File: src/design/rvdiv_pkg.sv
// Shared types, widths and a helper function of the 64-bit integer divide unit.
`default_nettype none

package rvdiv_pkg;

  // Operating widths
  localparam int unsigned XLEN = 64;
  localparam int unsigned WLEN = 32;
  // Step counter holds the full step count
  localparam int unsigned CntW = $clog2(XLEN + 1);

  // Input beat
  typedef struct packed {
    logic [XLEN-1:0] dividend;
    logic [XLEN-1:0] divisor;
    logic            is_unsigned;
    logic            word_mode;
    logic            enable;
  } rvdiv_in_t;

  // Output beat
  typedef struct packed {
    logic [XLEN-1:0] quotient;
    logic [XLEN-1:0] remainder;
  } rvdiv_out_t;

  // Per-operation control carried from operand prep to result fix-up
  typedef struct packed {
    logic enable;
    logic is_unsigned;
    logic word_mode;
    logic neg_quo;
    logic neg_rem;
    logic div_zero;
  } rvdiv_ctl_t;

  // Sign-extend the low word to full width
  function automatic logic [XLEN-1:0] sext_word(input logic [XLEN-1:0] v);
    sext_word = {{(XLEN-WLEN){v[WLEN-1]}}, v[WLEN-1:0]};
  endfunction

endpackage

`default_nettype wire

File: src/design/rvdiv_prep.sv
// Operand preparation: word extension, sign detection and magnitudes.
`default_nettype none

module rvdiv_prep
  import rvdiv_pkg::*;
(
  input  rvdiv_in_t        in_i,
  output rvdiv_ctl_t       ctl_o,
  output logic [XLEN-1:0]  dividend_mag_o,
  output logic [XLEN-1:0]  divisor_mag_o
);

  logic [XLEN-1:0] a_ext;
  logic [XLEN-1:0] b_ext;
  logic            a_neg;
  logic            b_neg;

  // Word mode takes the low word, zero- or sign-extended
  always_comb begin
    if (in_i.word_mode) begin
      if (in_i.is_unsigned) begin
        a_ext = {{(XLEN-WLEN){1'b0}}, in_i.dividend[WLEN-1:0]};
        b_ext = {{(XLEN-WLEN){1'b0}}, in_i.divisor[WLEN-1:0]};
      end else begin
        a_ext = sext_word(in_i.dividend);
        b_ext = sext_word(in_i.divisor);
      end
    end else begin
      a_ext = in_i.dividend;
      b_ext = in_i.divisor;
    end
  end

  assign a_neg = ~in_i.is_unsigned & a_ext[XLEN-1];
  assign b_neg = ~in_i.is_unsigned & b_ext[XLEN-1];

  // Magnitudes; the most negative value maps onto itself, read as unsigned
  assign dividend_mag_o = a_neg ? XLEN'(~a_ext + 1'b1) : a_ext;
  assign divisor_mag_o  = b_neg ? XLEN'(~b_ext + 1'b1) : b_ext;

  always_comb begin
    ctl_o.enable      = in_i.enable;
    ctl_o.is_unsigned = in_i.is_unsigned;
    ctl_o.word_mode   = in_i.word_mode;
    ctl_o.neg_quo     = a_neg ^ b_neg;
    ctl_o.neg_rem     = a_neg;
    ctl_o.div_zero    = (b_ext == '0);
  end

endmodule

`default_nettype wire

File: src/design/rvdiv_core.sv
// Bit-serial restoring divider: one quotient bit per cycle on unsigned magnitudes.
`default_nettype none

module rvdiv_core
  import rvdiv_pkg::*;
(
  input  logic             clk_i,
  input  logic             rst_ni,
  input  logic             start_i,
  input  logic             word_i,
  input  logic [XLEN-1:0]  dividend_i,
  input  logic [XLEN-1:0]  divisor_i,
  output logic             done_o,
  output logic [XLEN-1:0]  quotient_o,
  output logic [XLEN-1:0]  remainder_o
);

  logic            busy_q;
  logic [CntW-1:0] cnt_q;
  logic [XLEN-1:0] quo_q, quo_d;
  logic [XLEN-1:0] rem_q, rem_d;
  logic [XLEN-1:0] dvs_q;
  logic [XLEN:0]   part;
  logic [XLEN+1:0] diff;
  logic            borrow;

  // Shift in the next dividend bit and try the subtract
  assign part   = {rem_q, quo_q[XLEN-1]};
  assign diff   = {1'b0, part} - {2'b00, dvs_q};
  assign borrow = diff[XLEN+1];

  always_comb begin
    rem_d = borrow ? part[XLEN-1:0] : diff[XLEN-1:0];
    quo_d = {quo_q[XLEN-2:0], ~borrow};
  end

  // Last step is under way
  assign done_o = busy_q && (cnt_q == CntW'(1));

  // Step control
  always_ff @(posedge clk_i or negedge rst_ni) begin
    if (!rst_ni) begin
      busy_q <= 1'b0;
      cnt_q  <= '0;
    end else if (start_i) begin
      busy_q <= 1'b1;
      cnt_q  <= word_i ? CntW'(WLEN) : CntW'(XLEN);
    end else if (busy_q) begin
      cnt_q <= cnt_q - 1'b1;
      if (done_o) begin
        busy_q <= 1'b0;
      end
    end
  end

  // Datapath shift registers; word operands start at the top so 32 steps suffice
  always_ff @(posedge clk_i) begin
    if (start_i) begin
      quo_q <= word_i ? {dividend_i[WLEN-1:0], {(XLEN-WLEN){1'b0}}} : dividend_i;
      rem_q <= '0;
      dvs_q <= divisor_i;
    end else if (busy_q) begin
      quo_q <= quo_d;
      rem_q <= rem_d;
    end
  end

  assign quotient_o  = quo_q;
  assign remainder_o = rem_q;

endmodule

`default_nettype wire

File: src/design/rvdiv_fix.sv
// Result fix-up: sign restore, word extension and zero-divisor override.
`default_nettype none

module rvdiv_fix
  import rvdiv_pkg::*;
(
  input  rvdiv_ctl_t       ctl_i,
  input  logic [XLEN-1:0]  quotient_i,
  input  logic [XLEN-1:0]  remainder_i,
  output rvdiv_out_t       res_o
);

  logic [XLEN-1:0] quo_s;
  logic [XLEN-1:0] rem_s;

  assign quo_s = ctl_i.neg_quo ? XLEN'(~quotient_i + 1'b1) : quotient_i;
  assign rem_s = ctl_i.neg_rem ? XLEN'(~remainder_i + 1'b1) : remainder_i;

  // Unsigned word results are already zero-extended by the core
  always_comb begin
    if (ctl_i.div_zero) begin
      res_o.quotient  = '0;
      res_o.remainder = '0;
    end else if (ctl_i.word_mode && !ctl_i.is_unsigned) begin
      res_o.quotient  = sext_word(quo_s);
      res_o.remainder = sext_word(rem_s);
    end else begin
      res_o.quotient  = quo_s;
      res_o.remainder = rem_s;
    end
  end

endmodule

`default_nettype wire

File: src/design/integer_divider_rv64.sv
// Top level of the 64/32-bit signed and unsigned integer divide unit.
// Each operation runs the bit-serial divider, one quotient bit per cycle,
// then the result fix-up into the output register, which waits while the
// output is stalled; enable low skips the divider (held results are sent
// again). A new input beat is taken only once the last result is loaded.
// Reset: asynchronous active low; clears state, output valid and the held results to zero.
`default_nettype none

module integer_divider_rv64
  import rvdiv_pkg::*;
(
  input  logic       clk_i,
  input  logic       rst_ni,
  input  logic       in_valid_i,
  output logic       in_ready_o,
  input  rvdiv_in_t  in_data_i,
  output logic       out_valid_o,
  input  logic       out_ready_i,
  output rvdiv_out_t out_data_o
);

  localparam logic [1:0] ST_IDLE = 2'd0;
  localparam logic [1:0] ST_RUN  = 2'd1;
  localparam logic [1:0] ST_FIX  = 2'd2;

  logic [1:0]      state_q, state_d;
  rvdiv_ctl_t      ctl_q;
  rvdiv_ctl_t      prep_ctl;
  logic [XLEN-1:0] dividend_mag;
  logic [XLEN-1:0] divisor_mag;
  logic            in_fire;
  logic            core_start;
  logic            core_done;
  logic [XLEN-1:0] core_quo;
  logic [XLEN-1:0] core_rem;
  rvdiv_out_t      fix_res;
  rvdiv_out_t      held_q;
  rvdiv_out_t      out_q;
  logic            out_valid_q;
  logic            out_free;
  logic            out_load;

  assign in_ready_o = (state_q == ST_IDLE);
  assign in_fire    = in_valid_i & in_ready_o;
  assign core_start = in_fire & in_data_i.enable;
  assign out_free   = ~out_valid_q | out_ready_i;
  assign out_load   = (state_q == ST_FIX) & out_free;

  rvdiv_prep u_prep (
    .in_i           (in_data_i),
    .ctl_o          (prep_ctl),
    .dividend_mag_o (dividend_mag),
    .divisor_mag_o  (divisor_mag)
  );

  rvdiv_core u_core (
    .clk_i       (clk_i),
    .rst_ni      (rst_ni),
    .start_i     (core_start),
    .word_i      (in_data_i.word_mode),
    .dividend_i  (dividend_mag),
    .divisor_i   (divisor_mag),
    .done_o      (core_done),
    .quotient_o  (core_quo),
    .remainder_o (core_rem)
  );

  rvdiv_fix u_fix (
    .ctl_i       (ctl_q),
    .quotient_i  (core_quo),
    .remainder_i (core_rem),
    .res_o       (fix_res)
  );

  // Sequencer
  always_comb begin
    state_d = state_q;
    case (state_q)
      ST_IDLE: begin
        if (in_fire) begin
          state_d = in_data_i.enable ? ST_RUN : ST_FIX;
        end
      end
      ST_RUN: begin
        if (core_done) begin
          state_d = ST_FIX;
        end
      end
      ST_FIX: begin
        if (out_free) begin
          state_d = ST_IDLE;
        end
      end
      default: state_d = ST_IDLE;
    endcase
  end

  always_ff @(posedge clk_i or negedge rst_ni) begin
    if (!rst_ni) begin
      state_q     <= ST_IDLE;
      out_valid_q <= 1'b0;
      held_q      <= '0;
    end else begin
      state_q <= state_d;
      if (out_load) begin
        out_valid_q <= 1'b1;
        if (ctl_q.enable) begin
          held_q <= fix_res;
        end
      end else if (out_ready_i) begin
        out_valid_q <= 1'b0;
      end
    end
  end

  // Operation control and output beat payload
  always_ff @(posedge clk_i) begin
    if (in_fire) begin
      ctl_q <= prep_ctl;
    end
    if (out_load) begin
      out_q <= ctl_q.enable ? fix_res : held_q;
    end
  end

  assign out_valid_o = out_valid_q;
  assign out_data_o  = out_q;

endmodule

`default_nettype wire

File: config.mk
export PLATFORM = sky130hd
export DESIGN_NAME = integer_divider_rv64
export DESIGN_NICKNAME = d
export VERILOG_FILES = /design/src/design/rvdiv_pkg.sv /design/src/design/rvdiv_prep.sv /design/src/design/rvdiv_core.sv /design/src/design/rvdiv_fix.sv /design/src/design/integer_divider_rv64.sv
export SDC_FILE = /design/constraint.sdc
export NUM_CORES = 1
export LEC_CHECK = 0
export ABC_AREA = 1
export BUFFER_PORTS_ARGS = -buffer_cell sky130_fd_sc_hd__buf_4
export CAP_MARGIN = 30
export CELL_PAD_IN_SITES_DETAIL_PLACEMENT = 1
export CELL_PAD_IN_SITES_GLOBAL_PLACEMENT = 1
export CORE_MARGIN = 2
export CORE_UTILIZATION = 35
export CTS_CLUSTER_SIZE = 12
export DETAILED_ROUTE_END_ITERATION = 10
export PLACE_DENSITY_LB_ADDON = 0.3
export SLEW_MARGIN = 20
export SYNTH_ARGS = -nofsm -noshare
export SYNTH_HDL_FRONTEND = slang
export SYNTH_SLANG_ARGS = --single-unit
File: constraint.sdc
create_clock -name clk_i -period 4.4 [get_ports clk_i]
set_clock_uncertainty 0.15 [all_clocks]
set_input_delay 0.66 -clock clk_i [delete_from_list [all_inputs] [get_ports clk_i]]
set_output_delay 0.66 -clock clk_i [all_outputs]
set_load 0.02 [all_outputs]
# Word level (Yosys, flattened, before mapping)
# Index checks and enable logic that the tools add are counted.
# Widths: inputs -> output; s select.
# op_classes
reduce_logical,8
n_addsub,6
n_eq_ne,6
mux,28
bitwise_logic,14
# ops
op,count
$mux 64,12
$mux 128,3
$add 64x1->64 const B,4
$not 64->64,4
$sub 65x64->66,1
$logic_not 64->1,1
$mux 7,3
$mux 2,4
$eq 7x1->1 const B,1
$sub 7x1->7 const B,1
$pmux 2 s3,1
$and 1x1->1,5
$mux 1,5
$ne 2x2->1 const B,2
$reduce_bool 2->1,2
$not 1->1,3
$reduce_and 3->1,1
$eq 2x1->1 const B,1
$eq 2x2->1 const B,1
$logic_and 1x1->1,2
$logic_not 2->1,1
$ne 2x1->1 const B,1
$logic_not 1->1,1
$or 1x1->1,1
$xor 1x1->1,1
# totals
elab_cells,79
regBits,465
output_inout_bits,130
inputBits,135

# Depth between registers and ports, before layout
# logic_depth
ltp_word,7
ltp_mapped,20
ltp_nobuf,18

# By module
# From an unflattened synthesis, not the netlist that was laid out.
# hier_totals
hier_cells,5544
area_unflattened_um2,35675.5
# by_module_without_submodules
mod,n_inst,area_per_inst_um2,seq_area_each_um2,cells_per_inst
rvdiv_core,1,14597.8,5325.1,2208
integer_divider_rv64,1,10600.2,7302.0,982
rvdiv_fix,1,5313.8,0.0,1236
rvdiv_prep,1,5163.7,0.0,1118

# Least setup slack after synthesis
# No wires, ideal clock.
# synth_timing
path_type,input-to-reg
from,in in_valid_i
to,"reg u_core.quo_q[0], in the netlist u_core.quotient_o[0], enable pin"
setup_ns,0.453
path_slack_ns,0.345
t_arrival_ns,3.452
stages,5
path_buffers,1
required_time_ns,3.797
cell_sequence,inv_1 nor3_2 nand2_1 nand2_1 clkbuf_1
# synth_between
elab_chain_len,3
# synth_rtl
item,line,rtl
start: declaration,integer_divider_rv64.sv:14,"input logic in_valid_i,"
$and 1x1->1,integer_divider_rv64.sv:44,assign in_fire = in_valid_i & in_ready_o;
net in_fire,integer_divider_rv64.sv:31,logic in_fire;
$and 1x1->1,integer_divider_rv64.sv:45,assign core_start = in_fire & in_data_i.enable;
$reduce_bool 2->1 (no line),n/a,
end signal: assignment,rvdiv_core.sv:59,"quo_q <= word_i ? {dividend_i[WLEN-1:0], {(XLEN-WLEN){1'b0}}} : dividend_i;"
end signal: assignment,rvdiv_core.sv:63,quo_q <= quo_d;
end: declaration,rvdiv_core.sv:20,"logic [XLEN-1:0] quo_q, quo_d;"
# The timed path passes the listed nets, and every way through them passes these cells.
# A chain may end at the register's enable or synchronous reset.

# Worst setup path after layout
# layout_timing
from,reg u_core.dvs_q[34]
to,"reg u_core.rem_q[49], in the netlist u_core.remainder_o[49]"
# layout_between
elab_chain_len,2
# layout_rtl
item,line,rtl
start: declaration,rvdiv_core.sv:22,logic [XLEN-1:0] dvs_q;
start signal: assignment,rvdiv_core.sv:61,dvs_q <= divisor_i;
$sub 65x64->66,rvdiv_core.sv:29,"assign diff = {1'b0, part} - {2'b00, dvs_q};"
$mux 64,rvdiv_core.sv:33,rem_d = borrow ? part[XLEN-1:0] : diff[XLEN-1:0];
end signal: assignment,rvdiv_core.sv:64,rem_q <= rem_d;
end: declaration,rvdiv_core.sv:21,"logic [XLEN-1:0] rem_q, rem_d;"
# Every way passes these cells.

==> flow_summary.yaml <==
critical_path:
  cp_slowest_stage_delay_ns: 0.57
  cp_max_fo: 29
  path_common_cell: "nand2_1"
  cp.depth: 14
  required_ns: 4.77
  critPathBufInv: 2
  critical_path_class: "reg2reg"
  cp-end-kind: "register"
  start_kind: "register"
  cp_slowest_cell: "edfxtp_1"
  reg2regPathDepth: 14
  rrSetupSlack_ns: 0.88
  worstPathCellList: "inv_1, ha_1, nand2_1, nand2_1, nand2_1, nand2_1, a21oi_1, o21ai_1, a21oi_4, nand2_2, buf_4, nand3_1, nand2_1, nand2_1"
  path_delay_family: "simple AND/OR/NAND/NOR gates"
  critPathArrivalTime_ns: 3.90
finish:
  fin_nets: 5701
  ff_latch_area_um2: 12600
  diodes: 0
  drive_above_1_share: 0.0936
  multi_input_area_um2: 18000
  fillCellCount: 12706
  areaGrowthSynthToFinish_pct: 14.8
floorplan:
  io_pins: 265
  start_util: 0.355
  core-area_um2: 97000
  die-area_um2: 101000
  dieWidth_um: 317
  num_rows: 114
  die_h_um: 317
timing:
  fin_ws_ns: 0.876
  grt_setup_unrepaired: "no"
  period_needed_ns: 3.52
  finalSetupViolations: 0
  max_freq_mhz: 284
  slew_headroom: 0.337
  final-hold-violation-count: 1
  min_period_over_period: 0.801
  worst_pin_slew_ns: 0.994
  tns_ns: 0
  hold_ws_ns: -0.0118
  report.final.slew_viol_count: 0
drt:
  wirelength_mm: 150
  vias_per_cell: 5.25
  route.detailed.drc: 0
  first_pass_iters: 6
  vias: 35775
  antenna_left: 0
  avgRoutedWirePerCell_um: 22.0
  drt_iter0_markers: 3178
global_route:
  antenna_found_initial: 5
  grt_remaining_overflow: 0
  grt_max_degree: 140
  grt_pass1_vias: 35685
  grt_pass1_wl_mm: 225
  grt_usage: 0.292
power:
  vdd_drop_max_mv: 0.400
  power.density_nw_per_um2: 663
  power.leakage_nw: 19.7
  total_power_mw: 26.2
yosys:
  yosysWarnings: 0
  mappedNetlistNets: 5489
  seq_area_frac_synth: 0.367
  synth.distinct_cells: 52
  syn_area_per_cell_um2: 6.51
  synth_flop_cell: "edfxtp_1"
  synth-edff-count: 262
  synthArstFlopShare: 0.299
  yosysMostFrequentCell: "nand2_1"
  synthTopCellsByCount: "nand2_1, inv_1, nor2_1, nand3_1, edfxtp_1"
  netlist_top_cells_area: "edfxtp_1, nand2_1, dfrtp_1"
  synth_largest_area_cell: "edfxtp_1"
  synth_area_um2: 34400
  netlist.area_leader.share: 0.229
  netlist_instances: 5283
  ys_ff_latch: 465
place:
  dp.final_hpwl_mm: 122
  port_buffers: 264
  dp_slack_ns: 0.926
  gp_routability_congestion: 1.02
clock_network:
  cts_tree: "built"
  clk_latency_ns: 0.65
  clockBufferDepth: 3
  cts_sinks: 465
  cts_repair_resize_count: 0
  post_cts.repair.setup_buffers: 0
  path_clk_slew_ns: 0.06
  hold_buffers: 0
  h-tree-depth: 2
  cts_root_buffer: "clkbuf_16"
  cts_buffers: 56
min_path:
  hp-class: "in2async"
status:
  run_status: "complete, but fails checks"
  violations: "hold timing"
flow_run:
  cap_violations: 0
-- where the power goes --
group,switching (mW),internal [mW]
sequential,1.36,6.58
combinational,9.58,3.81
clock,2.04,2.77
-- sequential cells by signal, summed over array words and instances (netlist names) --
register and flops:
held_q 128, out_data_o 128, u_core.dvs_q 64, u_core.quotient_o 64, u_core.remainder_o 64, u_core.cnt_q 7, ctl_q 6, state_q 2
out_valid_o 1, u_core.busy_q 1
-- final cells by class --
| class | count | area share |
|---|---|---|
| clock buffers | 73 | 0.0389 |
| flip-flops and latches | 465 | 0.320 |
| repair buffers | 310 | 0.0616 |
| multi-input cells | 3890 | 0.457 |
| clock inverters | 32 | 0.00840 |
| inverters | 772 | 0.0735 |
| well taps | 1276 | 0.0404 |
-- cells by family after synthesis --
kind of cell             Yosys count  share of synthesized area
AO/OA/AOI/OAI                    490                     0.0780
flip-flops                       465                      0.367
XOR/XNOR                         143                     0.0364
AND/OR/NAND/NOR                 3186                      0.383
buffers and inverters            928                      0.109
adder cells (fa/ha/maj)           71                     0.0261
-- routing by layer --
metal / vias to the layer above / GRT usage / routed length [µm]
li1: 17085 / - / -
met1: 17363 / 0.418 / 70300
met2: 1130 / 0.463 / 66500
met3: 195 / 0.0302 / 8610
met4: 2 / 0.0891 / 4950
met5: - / 0 / 13
-- worst reg2reg max path, delay by kind of cell, from the launching register on --
| family | cells | cell delay (ns) |
|---|---|---|
| adder cells (fa/ha/maj) | 1 | 0.37 |
| AO/OA/AOI/OAI | 3 | 0.84 |
| buffers and inverters | 2 | 0.47 |
| AND/OR/NAND/NOR | 8 | 1.03 |
| flip-flops | 1 | 0.57 |
-- path summary, 6_finish.rpt --
check	from	end
hold reg to reg	held_q[26]	held_q[26]
hold / removal	rst_ni	held_q[125]
setup reg to reg	u_core.dvs_q[34]	u_core.remainder_o[49]
setup / recovery	u_core.dvs_q[34]	u_core.remainder_o[49]
min in group clk_i	in_data_i[3]	u_core.dvs_q[0]
max in group asynchronous	rst_ni	held_q[7]
-- layout by cell type (no fill, tap or decap), drive strengths merged, types with 2 or more instances in the layout --
cell type,netlist,final
clkinv,9,27
nor2,589,589
clkbuf,69,73
clkinvlp,0,3
o31ai,6,6
a31oi,19,19
and2,8,8
ha,70,70
nor3,45,45
edfxtp,262,262
a22oi,2,2
xor2,91,91
nand3,407,407
o221ai,2,2
o22ai,56,56
xnor2,52,52
o21bai,8,8
bufinv,0,5
o21ai,281,281
buf,87,310
o211ai,6,6
o32ai,6,6
nor4,8,8
nand4,75,75
nand3b,26,26
nand2,2017,2017
or2,8,8
inv,763,769
dfxtp,64,64
a21oi,100,100
nor3b,3,3
dfrtp,139,139
a21boi,2,2
-- metrics by stage --
stage	cells	util	area, µm²
2_1_floorplan	5283	-	34400
3_3_place_gp	6712	0.387	37600
3_5_place_dp	6712	0.387	37600
4_1_cts	6817	0.407	39500
5_1_grt	6818	0.407	39500
6_report	6818	0.407	39500
No activity file was read; power rests on OpenSTA's default activity.
